**src/rtl/crt16_pkg.sv**
```systemverilog
// Package for the 16-bit compare/reset timer: transaction types and codes.
package crt16_pkg;

   localparam int DATA_WIDTH = 16;
   localparam int CTL_WIDTH  = 8;

   // opcodes
   localparam logic [1:0] OP_TICK  = 2'd0;
   localparam logic [1:0] OP_READ  = 2'd1;
   localparam logic [1:0] OP_WRITE = 2'd2;

   // register indexes
   localparam logic [1:0] REG_CMP_A = 2'd0;
   localparam logic [1:0] REG_CMP_B = 2'd1;
   localparam logic [1:0] REG_COUNT = 2'd2;
   localparam logic [1:0] REG_CTL   = 2'd3;

   // control bit positions
   localparam int CTL_RUN_BIT    = 0;
   localparam int CTL_PRESET_BIT = 1;

   typedef struct packed {
      logic [1:0]            opcode;
      logic [1:0]            reg_index;
      logic [DATA_WIDTH-1:0] write_data;
   } req_type;

   typedef struct packed {
      logic [DATA_WIDTH-1:0] read_data;
      logic                  match_a_pulse;
      logic                  match_b_pulse;
   } rsp_type;

endpackage

```
**src/rtl/compare_reset_timer16_core.sv**
```systemverilog
// Top level of the timer channel with dual compare match and compare-B reset.
//
//   channel | direction | handshake            | payload
//   --------+-----------+----------------------+---------------------------------
//   req     | in        | req_valid/req_stall  | opcode, reg_index, write_data
//   rsp     | out       | rsp_valid/rsp_stall  | read_data, match_a_pulse/b_pulse
//
// One transaction per clock while rsp_stall stays low; each one produces exactly one response.
// A request passes the input register, then the state update and result
// register. The counter increment plus two compares set the critical path.
// Reset (synchronous, active high) clears all four timer registers, so the
// timer comes up stopped, and empties both pipeline registers.
// req_stall rises only when the input register is full and the response
// register is held by rsp_stall; a stalled response holds its value.
module compare_reset_timer16_core #(
   parameter int COUNT_WIDTH = 16
) (
   input  logic                clock,
   input  logic                reset,
   input  logic                req_valid,
   output logic                req_stall,
   input  crt16_pkg::req_type  req_data,
   output logic                rsp_valid,
   input  logic                rsp_stall,
   output crt16_pkg::rsp_type  rsp_data
);
   import crt16_pkg::*;

   // input register
   logic    s1_valid_ff, s1_valid_in;
   req_type s1_data_ff;

   // response register
   logic    rsp_valid_ff, rsp_valid_in;
   rsp_type rsp_data_ff, rsp_data_in;

   // timer state
   logic [COUNT_WIDTH-1:0] cmp_a_ff, cmp_a_in;
   logic [COUNT_WIDTH-1:0] cmp_b_ff, cmp_b_in;
   logic [COUNT_WIDTH-1:0] count_ff, count_in;
   logic [CTL_WIDTH-1:0]   ctl_ff, ctl_in;

   logic                   out_free;
   logic                   advance;
   logic                   accept;
   logic [COUNT_WIDTH-1:0] wr_val;
   logic [COUNT_WIDTH-1:0] next_count;
   logic                   b_hit;
   logic [COUNT_WIDTH-1:0] read_reg;
   logic [DATA_WIDTH-1:0]  read_low;
   logic [CTL_WIDTH-1:0]   ctl_wr;

   // handshake: the response slot is free when empty or being drained
   assign out_free  = !rsp_valid_ff || !rsp_stall;
   assign advance   = s1_valid_ff && out_free;
   assign req_stall = s1_valid_ff && !out_free;
   assign accept    = req_valid && !req_stall;

   assign s1_valid_in  = accept || (s1_valid_ff && !advance);
   assign rsp_valid_in = advance || (rsp_valid_ff && rsp_stall);

   // bus data fitted to the counter width
   generate
      if (COUNT_WIDTH >= DATA_WIDTH) begin : g_wide
         assign wr_val   = COUNT_WIDTH'(s1_data_ff.write_data);
         assign read_low = read_reg[DATA_WIDTH-1:0];
      end else begin : g_narrow
         assign wr_val   = s1_data_ff.write_data[COUNT_WIDTH-1:0];
         assign read_low = DATA_WIDTH'(read_reg);
      end
   endgenerate

   assign ctl_wr = s1_data_ff.write_data[CTL_WIDTH-1:0];

   // tick step: reset on compare B, else wrap-around increment
   assign b_hit      = (cmp_b_ff != '0) && (count_ff == cmp_b_ff);
   assign next_count = b_hit ? '0 : count_ff + COUNT_WIDTH'(1);

   always_comb begin
      unique case (s1_data_ff.reg_index)
         REG_CMP_A: read_reg = cmp_a_ff;
         REG_CMP_B: read_reg = cmp_b_ff;
         REG_COUNT: read_reg = count_ff;
         default:   read_reg = COUNT_WIDTH'(ctl_ff);
      endcase
   end

   always_comb begin
      cmp_a_in    = cmp_a_ff;
      cmp_b_in    = cmp_b_ff;
      count_in    = count_ff;
      ctl_in      = ctl_ff;
      rsp_data_in = '0;
      unique case (s1_data_ff.opcode)
         OP_TICK: begin
            if (ctl_ff[CTL_RUN_BIT]) begin
               count_in = next_count;
               rsp_data_in.match_a_pulse = (cmp_a_ff != '0) && (next_count == cmp_a_ff);
               rsp_data_in.match_b_pulse = (cmp_b_ff != '0) && (next_count == cmp_b_ff);
            end
         end
         OP_READ: begin
            if (s1_data_ff.reg_index == REG_CTL) begin
               rsp_data_in.read_data = DATA_WIDTH'(ctl_ff);
            end else begin
               rsp_data_in.read_data = read_low;
            end
         end
         OP_WRITE: begin
            unique case (s1_data_ff.reg_index)
               REG_CMP_A: cmp_a_in = wr_val;
               REG_CMP_B: cmp_b_in = wr_val;
               REG_COUNT: count_in = wr_val;
               default: begin
                  // preset clears the counter and is not stored
                  if (ctl_wr[CTL_PRESET_BIT]) begin
                     count_in = '0;
                  end
                  ctl_in = ctl_wr;
                  ctl_in[CTL_PRESET_BIT] = 1'b0;
               end
            endcase
         end
         default: begin
            // unused opcode: no state change, zero result
         end
      endcase
   end

   always_ff @(posedge clock) begin
      if (reset) begin
         s1_valid_ff  <= 1'b0;
         rsp_valid_ff <= 1'b0;
         cmp_a_ff     <= '0;
         cmp_b_ff     <= '0;
         count_ff     <= '0;
         ctl_ff       <= '0;
      end else begin
         s1_valid_ff  <= s1_valid_in;
         rsp_valid_ff <= rsp_valid_in;
         if (advance) begin
            cmp_a_ff <= cmp_a_in;
            cmp_b_ff <= cmp_b_in;
            count_ff <= count_in;
            ctl_ff   <= ctl_in;
         end
      end
   end

   always_ff @(posedge clock) begin
      if (accept) begin
         s1_data_ff <= req_data;
      end
      if (advance) begin
         rsp_data_ff <= rsp_data_in;
      end
   end

   assign rsp_valid = rsp_valid_ff;
   assign rsp_data  = rsp_data_ff;

   // preset bit never stays stored
   a_no_preset_stored: assert property (@(posedge clock) disable iff (reset)
      !ctl_ff[CTL_PRESET_BIT])
      else $error("preset bit stored in control register");

   // a control write with preset leaves the counter at zero
   a_preset_clears: assert property (@(posedge clock) disable iff (reset)
      (advance && s1_data_ff.opcode == OP_WRITE && s1_data_ff.reg_index == REG_CTL
       && s1_data_ff.write_data[CTL_PRESET_BIT]) |=> (count_ff == '0))
      else $error("preset write did not clear counter");

   // match pulses come only from ticks, which never carry read data
   a_pulse_no_data: assert property (@(posedge clock) disable iff (reset)
      (rsp_valid_ff && (rsp_data_ff.match_a_pulse || rsp_data_ff.match_b_pulse))
      |-> (rsp_data_ff.read_data == '0))
      else $error("match pulse with nonzero read data");

   // a B match leaves the counter sitting on compare B
   a_b_match_count: assert property (@(posedge clock) disable iff (reset)
      (advance && rsp_data_in.match_b_pulse) |=> (count_ff == cmp_b_ff))
      else $error("compare B match without counter at compare B");

   // input side stalls only while the response slot is held
   a_stall_cause: assert property (@(posedge clock) disable iff (reset)
      req_stall |-> (rsp_valid_ff && rsp_stall && s1_valid_ff))
      else $error("request stalled without a held response");

endmodule
```
**config.mk**
```make
export PLATFORM = sky130hd
export DESIGN_NAME = compare_reset_timer16_core
export DESIGN_NICKNAME = d
export VERILOG_FILES = /design/src/rtl/crt16_pkg.sv /design/src/rtl/compare_reset_timer16_core.sv
export SDC_FILE = /design/constraint.sdc
export NUM_CORES = 1
export LEC_CHECK = 0
export BUFFER_PORTS_ARGS = -buffer_cell sky130_fd_sc_hd__buf_2
export CAP_MARGIN = 5
export CORE_AREA = 2 2 127 80
export CTS_BUF_LIST = sky130_fd_sc_hd__clkbuf_4
export CTS_CLUSTER_SIZE = 20
export DETAILED_ROUTE_END_ITERATION = 7
export DIE_AREA = 0 0 129 82
export PLACE_DENSITY_LB_ADDON = 0.3
export SKIP_CTS_REPAIR_TIMING = 1
export SYNTH_ARGS = -nofsm -noshare
export SYNTH_HDL_FRONTEND = slang
export SYNTH_SLANG_ARGS = --single-unit
```
**constraint.sdc**
```tcl
create_clock -name clock -period 4.4 [get_ports clock]
set_input_delay 0 -clock clock [delete_from_list [all_inputs] [get_ports clock]]
set_output_delay 0 -clock clock [all_outputs]
set_load 0.01 [all_outputs]
```
==> impl_metrics.json <==
{
  "startpoint_type": "flop",
  "die_h_um": 82,
  "ant_nets": 0,
  "cp.arrival_ps": 3570,
  "fin_hold_ws_ps": 205.7,
  "leakagePower_nw": 2.022,
  "cts_made_buffers": 9,
  "grt_pass1_wl_um": 24760,
  "ios": 44,
  "clk_pin_slew_worst_paths_ps": 170,
  "stdcell_count": 731,
  "synth_area_leaders": "dfxtp_1 23%, edfxtp_1 23%, a21oi_1 4.7%",
  "drt_drc_violations_left": 0,
  "yosys_warnings": 0,
  "nNetsFinal": 616,
  "synth.distinct_cells": 56,
  "drtIter0Drc": 666,
  "synthFlopType": "dfxtp_1",
  "max_cap_violations": 0,
  "slew_viol_final": 0,
  "grt_usage_pct": 32.48,
  "ys_seq_area_share_pct": 45.08,
  "wire_per_inst_um": 22.66,
  "async_flop_share_pct": 0,
  "synth_commonest_cells": "59 x nor2_1, 57 x dfxtp_1, 57 x nand2_1",
  "cp_max_fo": 12,
  "endpoint_kind": "flop",
  "hp-start": "req_data[7]",
  "worst_pin_slew_ps": 1123,
  "ys_seq_elements": 95,
  "synthToLayoutAreaGrowth_pct": 12.01,
  "grt_max_degree": 58,
  "cts_root_buffer": "clkbuf_4",
  "cts_buffer_depth": 2,
  "die_w_um": 129,
  "clock_latency_ps": 480,
  "cts_sinks": 95,
  "holdPathStages": 2,
  "worstReg2RegEnd": "rsp_data[0]",
  "syn_area_um2": 5062,
  "hpwlAfterDp_um": 11710,
  "skew_ps": 16.98,
  "finalCriticalPeriod_ps": 3251,
  "ir_drop_uv": 234.7,
  "setup_viol": 0,
  "hold_viol": 0,
  "r2r_start": "count_ff[0]",
  "crit_required_ps": 4720,
  "synth.most_common_cell": "nor2_1",
  "dp_cells": 692,
  "slew_headroom_pct": 25.12,
  "status": "finished, final reports clean",
  "viasPerCell": 6.412,
  "rsz0062_at_grt": "false",
  "first_pass_iters": 6,
  "hold_path_end": "wr_val[7]",
  "fmax_mhz": 307.6,
  "powerDensity_nw_per_um2": 282.9,
  "fin_crit_sh_pct": 73.89,
  "cts_tree": "done",
  "place.gp.congestion": 1.011,
  "wirelength_um": 16570,
  "hp-class": "input port to flop",
  "grt_pass1_vias": 4258,
  "drive_above_1_share_pct": 14.09,
  "antenna_found_initial": 0,
  "core_area_um2": 9494,
  "synth_nets": 579,
  "synth_largest_area_cell": "dfxtp_1",
  "antenna_cells": 0,
  "synth_edf_count": 38,
  "synth_top_area_share_pct": 22.54,
  "rows": 28,
  "vias": 4687,
  "dieArea_um2": 10580,
  "portBuffers": 43,
  "synthCells": 554,
  "worst-r2r-cell-count": 8,
  "grt-ovfl-total": 0,
  "power_mw": 1.604,
  "start_util_pct": 53.32,
  "fin_setup_tns_ps": 0,
  "synth.avg_cell_area_um2": 9.138,
  "reg2reg_setup_slack_ps": 1150,
  "criticalPathCategory": "flop to flop",
  "cts_max_level": 3
}
-- worst max-delay path, stage by stage (launching register included) --
cell       delay [ps]
dfxtp_1           620
ha_1              230
inv_1             110
a2111oi_0         670
o311ai_0          230
or4_1             460
a221oi_1          320
o211ai_1          190
nor4_2            280
-- cells by family after synthesis --
logic type      synth area share, %
xor+xnor                      6.031
flops                         45.08
simple gates                  21.28
mux                           7.291
fa+ha+maj                    0.2471
compound gates                15.32
buf+inv                       4.745
-- cells in the final DEF (no fill, tap or decap), types with 3 or more instances in the layout --
master	Yosys	final
clkbuf_4	0	10
xnor2_1	11	11
nand2_1	57	57
edfxtp_1	38	38
nand3_1	41	41
inv_1	8	8
a221oi_1	4	4
mux4_2	7	7
nor4_1	5	5
a211oi_1	7	6
nor2_1	59	58
or4_1	5	5
nor3_1	8	8
mux2i_1	20	20
dlygate4sd3_1	0	23
buf_4	2	7
o221ai_1	4	4
inv_6	0	3
buf_2	9	43
and2_1	3	3
dfxtp_1	57	57
o31ai_1	4	4
xor2_1	22	22
nand2b_1	5	5
nor2b_1	8	7
o22ai_1	4	4
o211ai_1	9	9
nor4_2	4	4
a2111oi_0	3	3
a22oi_1	9	9
and3_1	5	5
a21oi_1	48	48
o21ai_0	19	19
nand4_1	6	6
-- power by group --
group          internal [mW]  leakage (nW)  switching (mW)
sequential             0.939         0.831          0.0305
clock                  0.138        0.0735           0.333
combinational         0.0639          1.12           0.100
total                   1.14          2.02           0.463
-- registers in the layout, summed over array words and instances, names as in the netlist --
signal / cells
cmp_a_ff: 16
cmp_b_ff: 16
count_ff: 16
ctl_ff: 7
rsp_data: 18
rsp_valid: 1
s1_data_ff: 4
s1_valid_ff: 1
wr_val: 16
-- stage by stage --
| step | util [%] | worst slack, ps | instance area, um2 |
|---|---|---|---|
| floorplan | - | 1945 | 5062 |
| global placement | 55.81 | 1185 | 5299 |
| detailed placement | 55.81 | 1274 | 5299 |
| CTS | 57.30 | 1239 | 5440 |
| global route | 59.73 | 985.0 | 5670 |
| finish | 59.73 | 1149 | 5670 |
-- area by class of cell --
type,instances,area [um2]
Clock inverter,6,66.31
Timing Repair Buffer,73,498.0
Multi-Input combinational cell,404,2550
Fill cell,816,3824
Clock buffer,10,75.07
Inverter,8,30.03
Sequential cell,95,2282
Tap cell,135,168.9
-- layer usage --
layer	share of wire [%]	wire, um	GRT usage, %	vias to the layer above
met3	15	2482	12.70	39
met4	2.0	331	9.348	0
met1	43	7169	47.65	2226
met5	0	0	0	-
li1	-	-	-	2085
met2	40	6581	43.86	337
-- worst max-delay path by stage --
stage,cells after the start,end,from
global placement,8,rsp_data[0],count_ff[0]
global route,8,rsp_data[0],count_ff[0]
finish,8,rsp_data[0],count_ff[0]
floorplan,8,rsp_data[0],count_ff[1]
detailed placement,8,rsp_data[0],count_ff[0]
CTS,8,rsp_data[0],count_ff[0]
No activity file was read; power rests on OpenSTA's default activity.
